$ cat src/rtl/emt_pkg.sv
// ----------------------------------------------------------------------------
// emt_pkg
// Shared types, widths and helpers for the energy-momentum tensor sum.
// ----------------------------------------------------------------------------
package emt_pkg;

  localparam int EnergyWidth  = 31;
  localparam int MomWidth     = 32;
  localparam int EventWidth   = 31;
  localparam int SumWidth     = 48;
  localparam int StatusWidth  = 2;
  localparam int NumSums      = 10;
  localparam int NumPairs     = 6;
  localparam int ProdWidth    = 2 * MomWidth;
  localparam int DefAccWidth  = 48;

  // status bit positions
  localparam int StatSat  = 0;
  localparam int StatZero = 1;

  // one classified particle, as it sits in the queue
  typedef struct packed {
    logic [EnergyWidth-1:0]           energy;
    logic [2:0][MomWidth-1:0]         mag;
    logic [2:0]                       neg;
    logic                             zero_e;
    logic [EventWidth-1:0]            event_number;
    logic                             last;
  } emt_item_t;

  // queue handshake toward the back part
  typedef struct packed {
    logic valid;
    logic pop;
  } emt_q_ctl_t;

  // first and second momentum index of quadratic term k
  function automatic logic [1:0] pair_first(input logic [2:0] k);
    logic [1:0] r;
    unique case (k)
      3'd0, 3'd1, 3'd2: r = 2'd0;
      3'd3, 3'd4:       r = 2'd1;
      default:          r = 2'd2;
    endcase
    return r;
  endfunction

  function automatic logic [1:0] pair_second(input logic [2:0] k);
    logic [1:0] r;
    unique case (k)
      3'd0:       r = 2'd0;
      3'd1, 3'd3: r = 2'd1;
      default:    r = 2'd2;
    endcase
    return r;
  endfunction

endpackage

$ cat src/rtl/emt_front.sv
// ----------------------------------------------------------------------------
// emt_front
// Accepts particle beats, splits momenta into sign and magnitude, flags zero
// energy and holds classified items in a two-entry queue.
// ----------------------------------------------------------------------------
module emt_front
  import emt_pkg::*;
(
  input  logic                   clk,
  input  logic                   rst,
  input  logic                   in_valid,
  output logic                   in_stall,
  input  logic [EnergyWidth-1:0] energy,
  input  logic [MomWidth-1:0]    mom_x,
  input  logic [MomWidth-1:0]    mom_y,
  input  logic [MomWidth-1:0]    mom_z,
  input  logic [EventWidth-1:0]  event_number,
  input  logic                   last_particle,
  input  logic                   q_pop,
  output logic                   q_valid,
  output emt_item_t              q_item
);

  emt_item_t        slots [2];
  logic             wr_ptr;
  logic             rd_ptr;
  logic [1:0]       count;
  logic [1:0]       count_next;
  emt_item_t        cls;
  logic             push;
  logic [2:0][MomWidth-1:0] mom;

  assign mom = {mom_z, mom_y, mom_x};

  // classify the incoming beat
  always_comb begin
    cls.energy       = energy;
    cls.zero_e       = (energy == '0);
    cls.event_number = event_number;
    cls.last         = last_particle;
    for (int i = 0; i < 3; i++) begin
      cls.neg[i] = mom[i][MomWidth-1];
      cls.mag[i] = mom[i][MomWidth-1] ? (~mom[i] + 1'b1) : mom[i];
    end
  end

  assign in_stall = (count == 2'd2);
  assign push     = in_valid && !in_stall;
  assign q_valid  = (count != 2'd0);
  assign q_item   = slots[rd_ptr];

  always_comb begin
    count_next = count;
    if (push && !q_pop) begin
      count_next = count + 2'd1;
    end else if (!push && q_pop) begin
      count_next = count - 2'd1;
    end
  end

  // advance pointers and store beats
  always_ff @(posedge clk) begin
    if (rst) begin
      wr_ptr <= 1'b0;
      rd_ptr <= 1'b0;
      count  <= 2'd0;
    end else begin
      count <= count_next;
      if (push) begin
        wr_ptr <= ~wr_ptr;
      end
      if (q_pop) begin
        rd_ptr <= ~rd_ptr;
      end
    end
  end

  always_ff @(posedge clk) begin
    if (push) begin
      slots[wr_ptr] <= cls;
    end
  end

endmodule

$ cat config.mk
export PLATFORM = sky130hd
export DESIGN_NAME = emt_front
export DESIGN_NICKNAME = d
export VERILOG_FILES = /design/src/rtl/emt_pkg.sv /design/src/rtl/emt_front.sv
export SDC_FILE = /design/constraint.sdc
export NUM_CORES = 1
export LEC_CHECK = 0
export BUFFER_PORTS_ARGS = -buffer_cell sky130_fd_sc_hd__buf_4
export CORE_MARGIN = 2
export CORE_UTILIZATION = 55
export DETAILED_ROUTE_END_ITERATION = 7
export PLACE_DENSITY = 0.93
export SLEW_MARGIN = 5
export SYNTH_ARGS = -nofsm -noshare
export SYNTH_HDL_FRONTEND = slang
export SYNTH_SLANG_ARGS = --single-unit
$ cat constraint.sdc
create_clock -name clk -period 24.5 [get_ports clk]
set_input_delay 4.9 -clock clk [delete_from_list [all_inputs] [get_ports clk]]
set_output_delay 4.9 -clock clk [all_outputs]
set_load 0.005 [all_outputs]
==> impl_metrics.env <==
export IMPL_drv_slew=0
export IMPL_wl_per_cell_um=21.0
export IMPL_critPathKind="register to primary output"
export IMPL_r2r_cells=4
export IMPL_dp_cells=1452
export IMPL_power_density_nw_per_um2=82.2
export IMPL_utilization=0.713
export IMPL_ant_nets=0
export IMPL_cp_arrival_ns=2.51
export IMPL_synth_cell_types=36
export IMPL_period_needed_ns=7.41
export IMPL_cp_required_ns=19.60
export IMPL_timing_fmax_mhz=135
export IMPL_n_antenna_cell=0
export IMPL_worst_slew_pin_slew_ns=1.02
export IMPL_postPlaceCellArea_um2=16800
export IMPL_vias=8544
export IMPL_drv_cap=0
export IMPL_die_y_um=163
export IMPL_clock_sinks=331
export IMPL_crit_path_start_kind="register"
export IMPL_rows=58
export IMPL_clock_root_buffer="clkbuf_16"
export IMPL_yosys_warnings=0
export IMPL_drtPass1Iterations=5
export IMPL_gp_congestion=0.824
export IMPL_dr_first_iter_drc_count=711
export IMPL_leakage_nw=6.40
export IMPL_vias_per_cell=5.64
export IMPL_multi_input_area_um2=3930
export IMPL_r2r_start="count[0]$_SDFFE_PP0P_"
export IMPL_layout_area_seq_um2=9890
export IMPL_max_slew_margin=0.321
export IMPL_hold_class="register to register"
export IMPL_ir_worst_vdd_mv=0.0693
export IMPL_fin_area_um2=17800
export IMPL_yosysSeqAreaShare=0.708
export IMPL_reg2reg_to="slots[0][96]$_DFFE_PP_"
export IMPL_p_total_mw=1.47
export IMPL_postSynthNetCount=988
export IMPL_grt_max_degree=76
export IMPL_grt_first_pass_wirelength_um=47700
export IMPL_holdPathStages=2
export IMPL_cp_end_kind="primary output"
export IMPL_final_common_cell="buf_4"
export IMPL_netlist_area_leader_share=0.700
export IMPL_clk_pin_slew_ns=0.06
export IMPL_grt_overflow_total=0
export IMPL_h_tree_depth=2
export IMPL_synth_area_leader_cell="edfxtp_1"
export IMPL_io_pins=328
export IMPL_post_cts_buffers=0
export IMPL_wl_um=31900
export IMPL_portBuffers=327
export IMPL_syn_to_final_growth_pct=27.6
export IMPL_regToRegSetupSlack_ns=21.70
export IMPL_die_w_um=163
export IMPL_place_ws_ns=17.22
export IMPL_first_global_vias=8792
export IMPL_avgSynthCellArea_um2=17.0
export IMPL_numCtsBuffers=35
export IMPL_ys_ff_latch=331
export IMPL_cts_tree="done"
export IMPL_status="finished, final reports clean"
export IMPL_hold_buffers=0
export IMPL_cts_max_path_buffers=3
export IMPL_setup_viol=0
export IMPL_whs_endpoint="count[1]$_SDFFE_PP0P_"
export IMPL_syn_inst=821
export IMPL_start_util=0.558
export IMPL_layout_drive_gt1_share=0.468
export IMPL_worstHoldStart="count[1]$_SDFFE_PP0P_"
export IMPL_clk_latency_ns=0.51
export IMPL_post_cts_resized=0
export IMPL_fin_worst_skew_ns=0.0188
export IMPL_hold_worst_slack_ns=0.509
export IMPL_dp_hpwl_um=21500
export IMPL_path_max_fanout=75
export IMPL_grt_setup_unrepaired="false"
export IMPL_final_period_utilization=0.302
export IMPL_hold_viol_final=0
export IMPL_antenna_found_initial=0
export IMPL_route_detailed_drc=0
export IMPL_syn_area_um2=14000
export IMPL_fillers=1587
export IMPL_final_nets=1326
export IMPL_tns_ns=0
export IMPL_layout_common_cells="buf_4, edfxtp_1, mux2_2"
export IMPL_core_um2=25000
export IMPL_setup_ws_ns=17.09
export IMPL_fin_cells=1515
export IMPL_grt_usage=0.231
export IMPL_yosys_top_cells_area="edfxtp_1, mux2_2, xnor2_1"
export IMPL_die_area_um2=26700
## critical path: stages, from the launching register on
cell and delay [ns]:
dfxtp_4 0.50, buf_4 0.82, mux2_2 0.45, buf_4 0.16
## cells by family after synthesis
family          Yosys count  synth area share
flops                   331             0.708
simple gates            114            0.0453
mux                     163             0.131
compound gates           76            0.0432
fa+ha+maj                 4           0.00358
buf+inv                  42            0.0119
xor+xnor                 91            0.0570
## routing by layer
layer | global-route usage | vias up | part of all wire | routed length, um
met5 | 0 | - | 0 | 0
met4 | 0.0672 | 0 | 0.023 | 741
met3 | 0.0625 | 47 | 0.084 | 2690
met2 | 0.421 | 375 | 0.53 | 16900
met1 | 0.266 | 4208 | 0.36 | 11500
li1 | - | 3914 | - | -
## report_power, final
group / internal [mW] / switching (mW) / leakage, nW / total (mW)
Clock: 0.282 / 0.205 / 0.516 / 0.487
Combinational: 0.129 / 0.126 / 2.80 / 0.254
Sequential: 0.708 / 0.0174 / 3.09 / 0.726
## layout make-up
cell class                      instances  area share
Inverter                               10     0.00210
Clock buffer                           45      0.0524
Multi-Input combinational cell        448       0.220
Timing Repair Buffer                  333       0.140
Clock inverter                         18     0.00722
Sequential cell                       331       0.555
Tap cell                              330      0.0231
## how the worst max path moves through the flow
stage / start / end / slack, ns / depth (start not counted)
after floorplan: in_valid / slots[0][0]$_DFFE_PP_ / 12.06 / 2
after global placement: mom_x[1] / slots[0][66]$_DFFE_PP_ / 17.34 / 7
after detailed placement: mom_x[1] / slots[0][66]$_DFFE_PP_ / 17.22 / 7
after CTS: register / q_item[135] / 17.08 / 3
after global routing: register / q_item[135] / 17.00 / 3
final: register / q_item[109] / 17.09 / 3
## synth_stat cells
| cell type | n |
|---|---|
| nand3b_1 | 1 |
| or3_1 | 8 |
| inv_1 | 10 |
| o31ai_2 | 2 |
| xor2_1 | 3 |
| nand4_1 | 5 |
| or4_4 | 2 |
| o21ai_0 | 19 |
| nor4_1 | 15 |
| o31ai_1 | 31 |
| o41ai_4 | 2 |
| clkbuf_1 | 29 |
| nor3_1 | 11 |
| nand4b_1 | 2 |
| ha_1 | 4 |
| or4_1 | 8 |
| nor2_1 | 13 |
| edfxtp_1 | 326 |
| or4b_2 | 2 |
| nor4b_1 | 1 |
| mux2_2 | 163 |
| and3_1 | 1 |
| o41ai_1 | 20 |
| buf_6 | 1 |
| buf_2 | 1 |
| or2_2 | 2 |
| buf_1 | 1 |
| o41ai_2 | 1 |
| nand4_2 | 1 |
| nand3_1 | 5 |
| a21oi_1 | 1 |
| nand2b_1 | 6 |
| nand2_1 | 29 |
| xnor2_1 | 88 |
| nor3b_1 | 2 |
| dfxtp_1 | 5 |
## flip-flops by register name, summed over array words and instances, names as in the netlist, named ones only
register,flops
count,2
slots,326
rd_ptr,1
wr_ptr,1
Note: power is estimated with default switching activity, not from simulation.
