**config.mk**
```make
export PLATFORM = sky130hd
export DESIGN_NAME = emt_back
export DESIGN_NICKNAME = d
export VERILOG_FILES = /design/src/rtl/emt_pkg.sv /design/src/rtl/emt_back.sv
export SDC_FILE = /design/constraint.sdc
export NUM_CORES = 2
export LEC_CHECK = 0
export BUFFER_PORTS_ARGS = -buffer_cell sky130_fd_sc_hd__buf_2
export CAP_MARGIN = 30
export CORE_MARGIN = 3
export CORE_UTILIZATION = 41
export DETAILED_ROUTE_END_ITERATION = 10
export PLACE_DENSITY = 0.61
export SLEW_MARGIN = 0
export SYNTH_ARGS = -nofsm -noshare
export SYNTH_HDL_FRONTEND = slang
export SYNTH_SLANG_ARGS = --single-unit
```
**constraint.sdc**
```tcl
create_clock -name clk -period 57.7 [get_ports clk]
set_clock_uncertainty 0.2 [all_clocks]
set_input_delay 11.54 -clock clk [delete_from_list [all_inputs] [get_ports clk]]
set_output_delay 11.54 -clock clk [all_outputs]
set_load 0.05 [all_outputs]
```
**src/rtl/emt_pkg.sv**
```systemverilog
// ----------------------------------------------------------------------------
// emt_pkg
// Shared types, widths and helpers for the energy-momentum tensor sum.
// ----------------------------------------------------------------------------
package emt_pkg;

  localparam int EnergyWidth  = 31;
  localparam int MomWidth     = 32;
  localparam int EventWidth   = 31;
  localparam int SumWidth     = 48;
  localparam int StatusWidth  = 2;
  localparam int NumSums      = 10;
  localparam int NumPairs     = 6;
  localparam int ProdWidth    = 2 * MomWidth;
  localparam int DefAccWidth  = 48;

  // status bit positions
  localparam int StatSat  = 0;
  localparam int StatZero = 1;

  // one classified particle, as it sits in the queue
  typedef struct packed {
    logic [EnergyWidth-1:0]           energy;
    logic [2:0][MomWidth-1:0]         mag;
    logic [2:0]                       neg;
    logic                             zero_e;
    logic [EventWidth-1:0]            event_number;
    logic                             last;
  } emt_item_t;

  // queue handshake toward the back part
  typedef struct packed {
    logic valid;
    logic pop;
  } emt_q_ctl_t;

  // first and second momentum index of quadratic term k
  function automatic logic [1:0] pair_first(input logic [2:0] k);
    logic [1:0] r;
    unique case (k)
      3'd0, 3'd1, 3'd2: r = 2'd0;
      3'd3, 3'd4:       r = 2'd1;
      default:          r = 2'd2;
    endcase
    return r;
  endfunction

  function automatic logic [1:0] pair_second(input logic [2:0] k);
    logic [1:0] r;
    unique case (k)
      3'd0:       r = 2'd0;
      3'd1, 3'd3: r = 2'd1;
      default:    r = 2'd2;
    endcase
    return r;
  endfunction

endpackage

```
**src/rtl/emt_back.sv**
```systemverilog
// ----------------------------------------------------------------------------
// emt_back
// Sequencer that adds the linear terms, forms each p_i*p_j/E with one
// multiplier and a bit-serial divider, saturates into the accumulators and
// emits the event sums through an output register.
// ----------------------------------------------------------------------------
module emt_back
  import emt_pkg::*;
#(
  parameter int ACCUMULATOR_WIDTH = DefAccWidth
) (
  input  logic                            clk,
  input  logic                            rst,
  input  logic                            q_valid,
  output logic                            q_pop,
  input  emt_item_t                       q_item,
  output logic                            out_valid,
  input  logic                            out_stall,
  output logic [NumSums-1:0][SumWidth-1:0] sums,
  output logic [EventWidth-1:0]           event_out,
  output logic [StatusWidth-1:0]          status_bits
);

  localparam int Aw = ACCUMULATOR_WIDTH;
  localparam logic [64:0] LimPos = (65'd1 << (Aw - 1)) - 65'd1;
  localparam logic [Aw-1:0] AccMax = {1'b0, {(Aw-1){1'b1}}};
  localparam logic [Aw-1:0] AccMin = {1'b1, {(Aw-1){1'b0}}};

  typedef enum logic [5:0] {
    S_IDLE = 6'b000001,
    S_LIN  = 6'b000010,
    S_MUL  = 6'b000100,
    S_DIV  = 6'b001000,
    S_ACC  = 6'b010000,
    S_EMIT = 6'b100000
  } state_t;

  state_t                 state;
  emt_item_t              item;
  logic [Aw-1:0]          acc [NumSums];
  logic                   sat_seen;
  logic                   zero_seen;
  logic [2:0]             pair;
  logic [5:0]             step;
  logic [ProdWidth-1:0]   dvd;
  logic [EnergyWidth-1:0] rem;
  logic                   emit_fire;

  // saturating add: {overflow, value}
  function automatic logic [Aw:0] sat_add(input logic [Aw-1:0] a,
                                          input logic [Aw-1:0] t);
    logic [Aw:0] s;
    logic [Aw:0] r;
    s = {a[Aw-1], a} + {t[Aw-1], t};
    if (s[Aw] != s[Aw-1]) begin
      r = {1'b1, s[Aw] ? AccMin : AccMax};
    end else begin
      r = {1'b0, s[Aw-1:0]};
    end
    return r;
  endfunction

  // linear terms
  logic [3:0][Aw-1:0] lin_term;
  logic [3:0][Aw:0]   lin_sum;
  always_comb begin
    lin_term[0] = Aw'(item.energy);
    for (int i = 0; i < 3; i++) begin
      lin_term[i+1] = Aw'($signed(item.neg[i] ? (~item.mag[i] + 1'b1) : item.mag[i]));
    end
    for (int i = 0; i < 4; i++) begin
      lin_sum[i] = sat_add(acc[i], lin_term[i]);
    end
  end

  // one divider step
  logic [EnergyWidth:0]   cur;
  logic                   ge;
  logic [EnergyWidth-1:0] rem_next;
  assign cur      = {rem, dvd[ProdWidth-1]};
  assign ge       = (cur >= {1'b0, item.energy});
  assign rem_next = ge ? EnergyWidth'(cur - {1'b0, item.energy}) : cur[EnergyWidth-1:0];

  // clamp quotient and add into its accumulator
  logic           qneg;
  logic           qover;
  logic [Aw-1:0]  qterm;
  logic [3:0]     acc_idx;
  logic [Aw:0]    quad_sum;
  always_comb begin
    qneg    = item.neg[pair_first(pair)] ^ item.neg[pair_second(pair)];
    qover   = qneg ? ({1'b0, dvd} > (LimPos + 65'd1)) : ({1'b0, dvd} > LimPos);
    if (qover) begin
      qterm = qneg ? AccMin : AccMax;
    end else begin
      qterm = qneg ? (~dvd[Aw-1:0] + 1'b1) : dvd[Aw-1:0];
    end
    acc_idx  = 4'd4 + {1'b0, pair};
    quad_sum = sat_add(acc[acc_idx], qterm);
  end

  assign q_pop     = (state == S_IDLE) && q_valid;
  assign emit_fire = (state == S_EMIT) && (!out_valid || !out_stall);

  // sequencer
  always_ff @(posedge clk) begin
    if (rst) begin
      state     <= S_IDLE;
      sat_seen  <= 1'b0;
      zero_seen <= 1'b0;
      out_valid <= 1'b0;
      for (int i = 0; i < NumSums; i++) begin
        acc[i] <= '0;
      end
    end else begin
      // raise valid on emit, drop it once the beat is taken
      if (emit_fire) begin
        out_valid <= 1'b1;
      end else if (!out_stall) begin
        out_valid <= 1'b0;
      end
      unique case (state)
        S_IDLE: begin
          if (q_valid) begin
            item  <= q_item;
            state <= S_LIN;
          end
        end
        S_LIN: begin
          for (int i = 0; i < 4; i++) begin
            acc[i] <= lin_sum[i][Aw-1:0];
          end
          if (lin_sum[0][Aw] || lin_sum[1][Aw] || lin_sum[2][Aw] || lin_sum[3][Aw]) begin
            sat_seen <= 1'b1;
          end
          pair <= 3'd0;
          if (item.zero_e) begin
            zero_seen <= 1'b1;
            state     <= item.last ? S_EMIT : S_IDLE;
          end else begin
            state <= S_MUL;
          end
        end
        S_MUL: begin
          dvd   <= item.mag[pair_first(pair)] * item.mag[pair_second(pair)];
          rem   <= '0;
          step  <= '0;
          state <= S_DIV;
        end
        S_DIV: begin
          dvd  <= {dvd[ProdWidth-2:0], ge};
          rem  <= rem_next;
          step <= step + 6'd1;
          if (step == 6'd63) begin
            state <= S_ACC;
          end
        end
        S_ACC: begin
          acc[acc_idx] <= quad_sum[Aw-1:0];
          if (qover || quad_sum[Aw]) begin
            sat_seen <= 1'b1;
          end
          if (pair == 3'(NumPairs - 1)) begin
            state <= item.last ? S_EMIT : S_IDLE;
          end else begin
            pair  <= pair + 3'd1;
            state <= S_MUL;
          end
        end
        S_EMIT: begin
          if (emit_fire) begin
            sat_seen  <= 1'b0;
            zero_seen <= 1'b0;
            for (int i = 0; i < NumSums; i++) begin
              acc[i] <= '0;
            end
            state <= S_IDLE;
          end
        end
        default: state <= S_IDLE;
      endcase
    end
  end

  // load the result register
  always_ff @(posedge clk) begin
    if (emit_fire) begin
      for (int i = 0; i < NumSums; i++) begin
        sums[i] <= SumWidth'($signed(acc[i]));
      end
      event_out   <= item.event_number;
      status_bits <= {zero_seen, sat_seen};
    end
  end

  // the divider never runs on a zero energy
  assert property (@(posedge clk) disable iff (rst)
    (state == S_DIV) |-> (item.energy != '0))
    else $error("divider running with zero energy");

  // quadratic term index stays in range
  assert property (@(posedge clk) disable iff (rst)
    (state == S_ACC || state == S_MUL || state == S_DIV) |-> (pair < 3'(NumPairs)))
    else $error("pair index out of range");

  // an emitted event leaves acc[0] and the flags cleared, with out_valid set
  assert property (@(posedge clk) disable iff (rst)
    emit_fire |=> (acc[0] == '0 && !sat_seen && !zero_seen && out_valid))
    else $error("state not cleared after emit");

endmodule
```
==> flow_results.org <==
** CTS
- Number of clock sinks seen by CTS :: 1,365
- Number of setup buffers added after CTS :: 0
- Number of buffers inserted by hold repair at cts :: 0
- Number of clock buffers inserted by TritonCTS :: 142
- Post-CTS repair changed the size of 0 cells.
- TritonCTS built the clock tree.
- The clock reaches the later pin of the worst-skew pair after roughly 800 ps.
- Clock-pin slew was measured on the worst setup and hold paths at 60 ps.
- Maximum buffer depth of the clock tree :: 3
- The tree is rooted in a sky130_fd_sc_hd__clkbuf_16.
- H-tree levels :: 4

** Die
- Starting density of the core :: 0.412
- Row count :: 181
- Core Footprint :: ~0.24 mm²
- Number of placed I/O pins :: 682
- Die Footprint :: 0.251 mm²
- From left edge to right edge, the die measures between 500 and 600 µm.
- The die is 501 µm tall.

** Synthesis
- Synth warn :: 0
- The largest total area in the synthesized netlist belongs to sky130_fd_sc_hd__edfxtp_1.
- Sorting the synthesized cells by area gives the leading types as sky130_fd_sc_hd__edfxtp_1, sky130_fd_sc_hd__fa_1, sky130_fd_sc_hd__ha_1, sky130_fd_sc_hd__nor2_1, sky130_fd_sc_hd__inv_1.
- Register area share after synthesis :: 0.408
- When the netlist entered floorplanning its net count stood at 11,000.
- Synthesis handed over a netlist of 9,361 instances.
- The synthesized design contains 1,365 register bits.
- For this run, asynchronously set or reset flops after synthesis account for 0.
- Among all flip-flop cells after synthesis, the most frequent one is sky130_fd_sc_hd__edfxtp_1.
- Number of flops mapped to enable cells by yosys :: 1,356
- In this run the cell area of the synthesized design comes to 0.100 mm².
- Mean instance size in the synthesized netlist :: 10.7 µm²
- Yosys top cell area share :: 0.406
- Yosys mapped the design onto 98 distinct sky130hd cell types.

** Status
- The flow ran to the end, and the final reports show no timing, DRC or antenna violations.

** Place
- Summing all placed instances gives a cell area of 0.108 mm².
- Placer's final routability congestion estimate :: 0.957
- Detailed placement ended at an HPWL of about 240 mm.
- Port Buffer Count :: 681

** STA
- Final clock period utilization by the worst path :: 0.425
- Fin. Hold Viols :: 0
- For the final routed database, the setup TNS stands at 0 ps.
- Setup repair after global routing left no endpoint under its margin.
- The smallest clock period supported by the final layout is computed as between 20,000 and 25,000 ps.
- For the pin with the worst max-slew slack, the measured transition is roughly 1100 ps.
- Final count of pins violating max slew :: 0
- Based on the critical path, the design can be clocked at up to 0.0408 GHz.
- Setup violations remaining at the end of the flow were counted as 0.
- Tightest slew margin relative to the limit :: 0.265

** Drt
- The first detailed-routing pass took 8 iterations.
- Initial detailed-routing violation count :: 6,735
- Residual DRC count :: 0
- After detailed routing, the average wire length per cell comes to around 24 µm.
- Via count :: 74,400
- Total wire length :: 321 mm
- In this run the remaining antenna-violating nets after routing total 0.
- In the routed layout, each cell is associated on average with a via count of 5.64.

** Critical path
- The worst setup path is captured at a primary output.
- The startpoint identified for the worst register-to-register timing path is pair[1]$_SDFFCE_PP0P_.
- Crit path kind :: input pin to primary output
- Signal arrival time at the worst endpoint :: 12,760 ps
- Across all register-to-register paths, the minimum setup slack is ~45,000 ps.
- Depth of the worst register-to-register path :: 32
- Reg-to-reg endpoint :: dvd[47]$_DFFE_PP_
- The worst setup path is launched from an input pin.
- Origin of the worst setup path :: q_valid
- At the worst endpoint, the required time is 45,960 ps.
- Of all nets on the critical path, the largest fanout is 3.

** Global route
- The initial antenna violation count came to 19.
- Entering global routing, the biggest net connects approximately 150 pins.
- Total global-route track usage :: 0.251
- Via count of the first global-routing pass :: between 70,000 and 80,000
- Summed over all layers, the global routing overflow is 0.
- The first global-routing pass estimated 475 mm of wire.

** Finish
- Final non-filler cell area :: 0.113 mm²
- In the final layout, the share of cells above drive strength 1 is 0.130.
- Leaving out fill and tap cells, the most frequent cells in the layout are sky130_fd_sc_hd__edfxtp_1, sky130_fd_sc_hd__nor2_1, sky130_fd_sc_hd__inv_1.
- Leading cell type in the layout, fill and taps excluded :: sky130_fd_sc_hd__edfxtp_1
- Net count, final :: roughly 11,000
- Relative to the synthesized area, the layout overhead comes to 12.2%.

** Worst hold path
- Counting instances, the worst hold path has a depth of 0.
- Endpoint, Worst Hold :: event_out[22]$_DFFE_PP_
- The startpoint identified for the worst hold timing path is item[23]$_DFFE_PP_.
- The worst hold path belongs to the class flop to flop.

** Flow run
- Across the run, the number of max-cap violations was 0.
sequential cells by signal, summed over array words and instances (netlist names):
register     count
acc            576
dvd             64
event_out       31
item           163
out_valid        1
pair             3
rem             31
sat_seen         1
state            6
status_bits      2
step             6
sums           480
zero_seen        1
worst max-delay path, stage by stage:
cell and delay (ps):
sky130_fd_sc_hd__buf_2 160, sky130_fd_sc_hd__nor3b_1 660, sky130_fd_sc_hd__buf_2 400
synthesized netlist by cell type (18+ instances only):
cell type and count:
sky130_fd_sc_hd__a211oi_1 45, sky130_fd_sc_hd__nand4_1 68, sky130_fd_sc_hd__a21oi_1 514, sky130_fd_sc_hd__buf_1 28, sky130_fd_sc_hd__nand2b_1 67, sky130_fd_sc_hd__nor2_1 1268
sky130_fd_sc_hd__o31ai_1 67, sky130_fd_sc_hd__o41ai_1 22, sky130_fd_sc_hd__nor2b_1 40, sky130_fd_sc_hd__o21ai_0 326, sky130_fd_sc_hd__xor2_1 122, sky130_fd_sc_hd__nor4_1 26
sky130_fd_sc_hd__and3_1 54, sky130_fd_sc_hd__nor3_1 82, sky130_fd_sc_hd__or4_1 21, sky130_fd_sc_hd__or3_1 48, sky130_fd_sc_hd__o21a_1 77, sky130_fd_sc_hd__or2_2 29
sky130_fd_sc_hd__o211ai_1 28, sky130_fd_sc_hd__ha_1 538, sky130_fd_sc_hd__xnor2_1 264, sky130_fd_sc_hd__and2_1 30, sky130_fd_sc_hd__nand2_1 897, sky130_fd_sc_hd__o21bai_1 48
sky130_fd_sc_hd__o21ai_1 27, sky130_fd_sc_hd__a21o_1 217, sky130_fd_sc_hd__edfxtp_1 1356, sky130_fd_sc_hd__clkbuf_1 428, sky130_fd_sc_hd__mux2i_1 77, sky130_fd_sc_hd__a31oi_1 57
sky130_fd_sc_hd__nand3_1 88, sky130_fd_sc_hd__inv_1 1099, sky130_fd_sc_hd__o22ai_1 18, sky130_fd_sc_hd__mux4_2 96, sky130_fd_sc_hd__fa_1 902
final cells by class:
| cell class | instances | area, µm² |
|---|---|---|
| inverter | 1102 | 4140 |
| fill | 22200 | 131000 |
| clock inverter | 88 | 1160 |
| tap | 3202 | 4010 |
| multi-input combinational | 6421 | 53900 |
| clock buffer | 166 | 3710 |
| timing repair buffer | 848 | 4810 |
| sequential | 1365 | 40900 |
| antenna | 5 | 12.5 |
metal layers:
layer / up-vias / global-route usage / part of all wire
met2: 3365 / 0.407 / 0.47
met4: 6 / 0.114 / 0.052
li1: 32900 / - / -
met5: - / 0 / 0.00012
met3: 669 / 0.0519 / 0.087
met1: 37500 / 0.326 / 0.39
worst max-delay path by stage:
stage | end | slack [ps]
6_report | q_pop | 33200
5_1_grt | q_pop | 33190
4_1_cts | q_pop | 33130
2_1_floorplan | acc[0][0]$_SDFFCE_PP0P_ | 11140
3_3_place_gp | q_pop | 33170
3_5_place_dp | q_pop | 33130
per-stage QoR:
| stage | setup WS (ps) | utilization | hold WS (ps) | cells |
|---|---|---|---|---|
| finish | 33200 | 0.463 | 215 | 13200 |
| global route | 33190 | 0.463 | 219 | 13200 |
| CTS | 33130 | 0.462 | 215 | 13200 |
| detailed placement | 33130 | 0.442 | 205 | 12900 |
| global placement | 33170 | 0.442 | 200 | 12900 |
| floorplan | 11140 | - | 200 | 9361 |
kinds of logic (layout without fill, tap and decap cells):
family	count (synthesis)	in the layout	share of synthesized area
flops	1365	1365	0.408
simple gates	2775	2775	0.119
other cells	0	5	0
fa+ha+maj	1440	1440	0.247
mux	174	174	0.0293
compound gates	1646	1646	0.104
xor+xnor	386	386	0.0337
buf+inv	1575	2204	0.0594
Power is left out: the tool's default activity adds up to more than one toggle a clock period on the data nets, which glitch-free logic cannot reach.
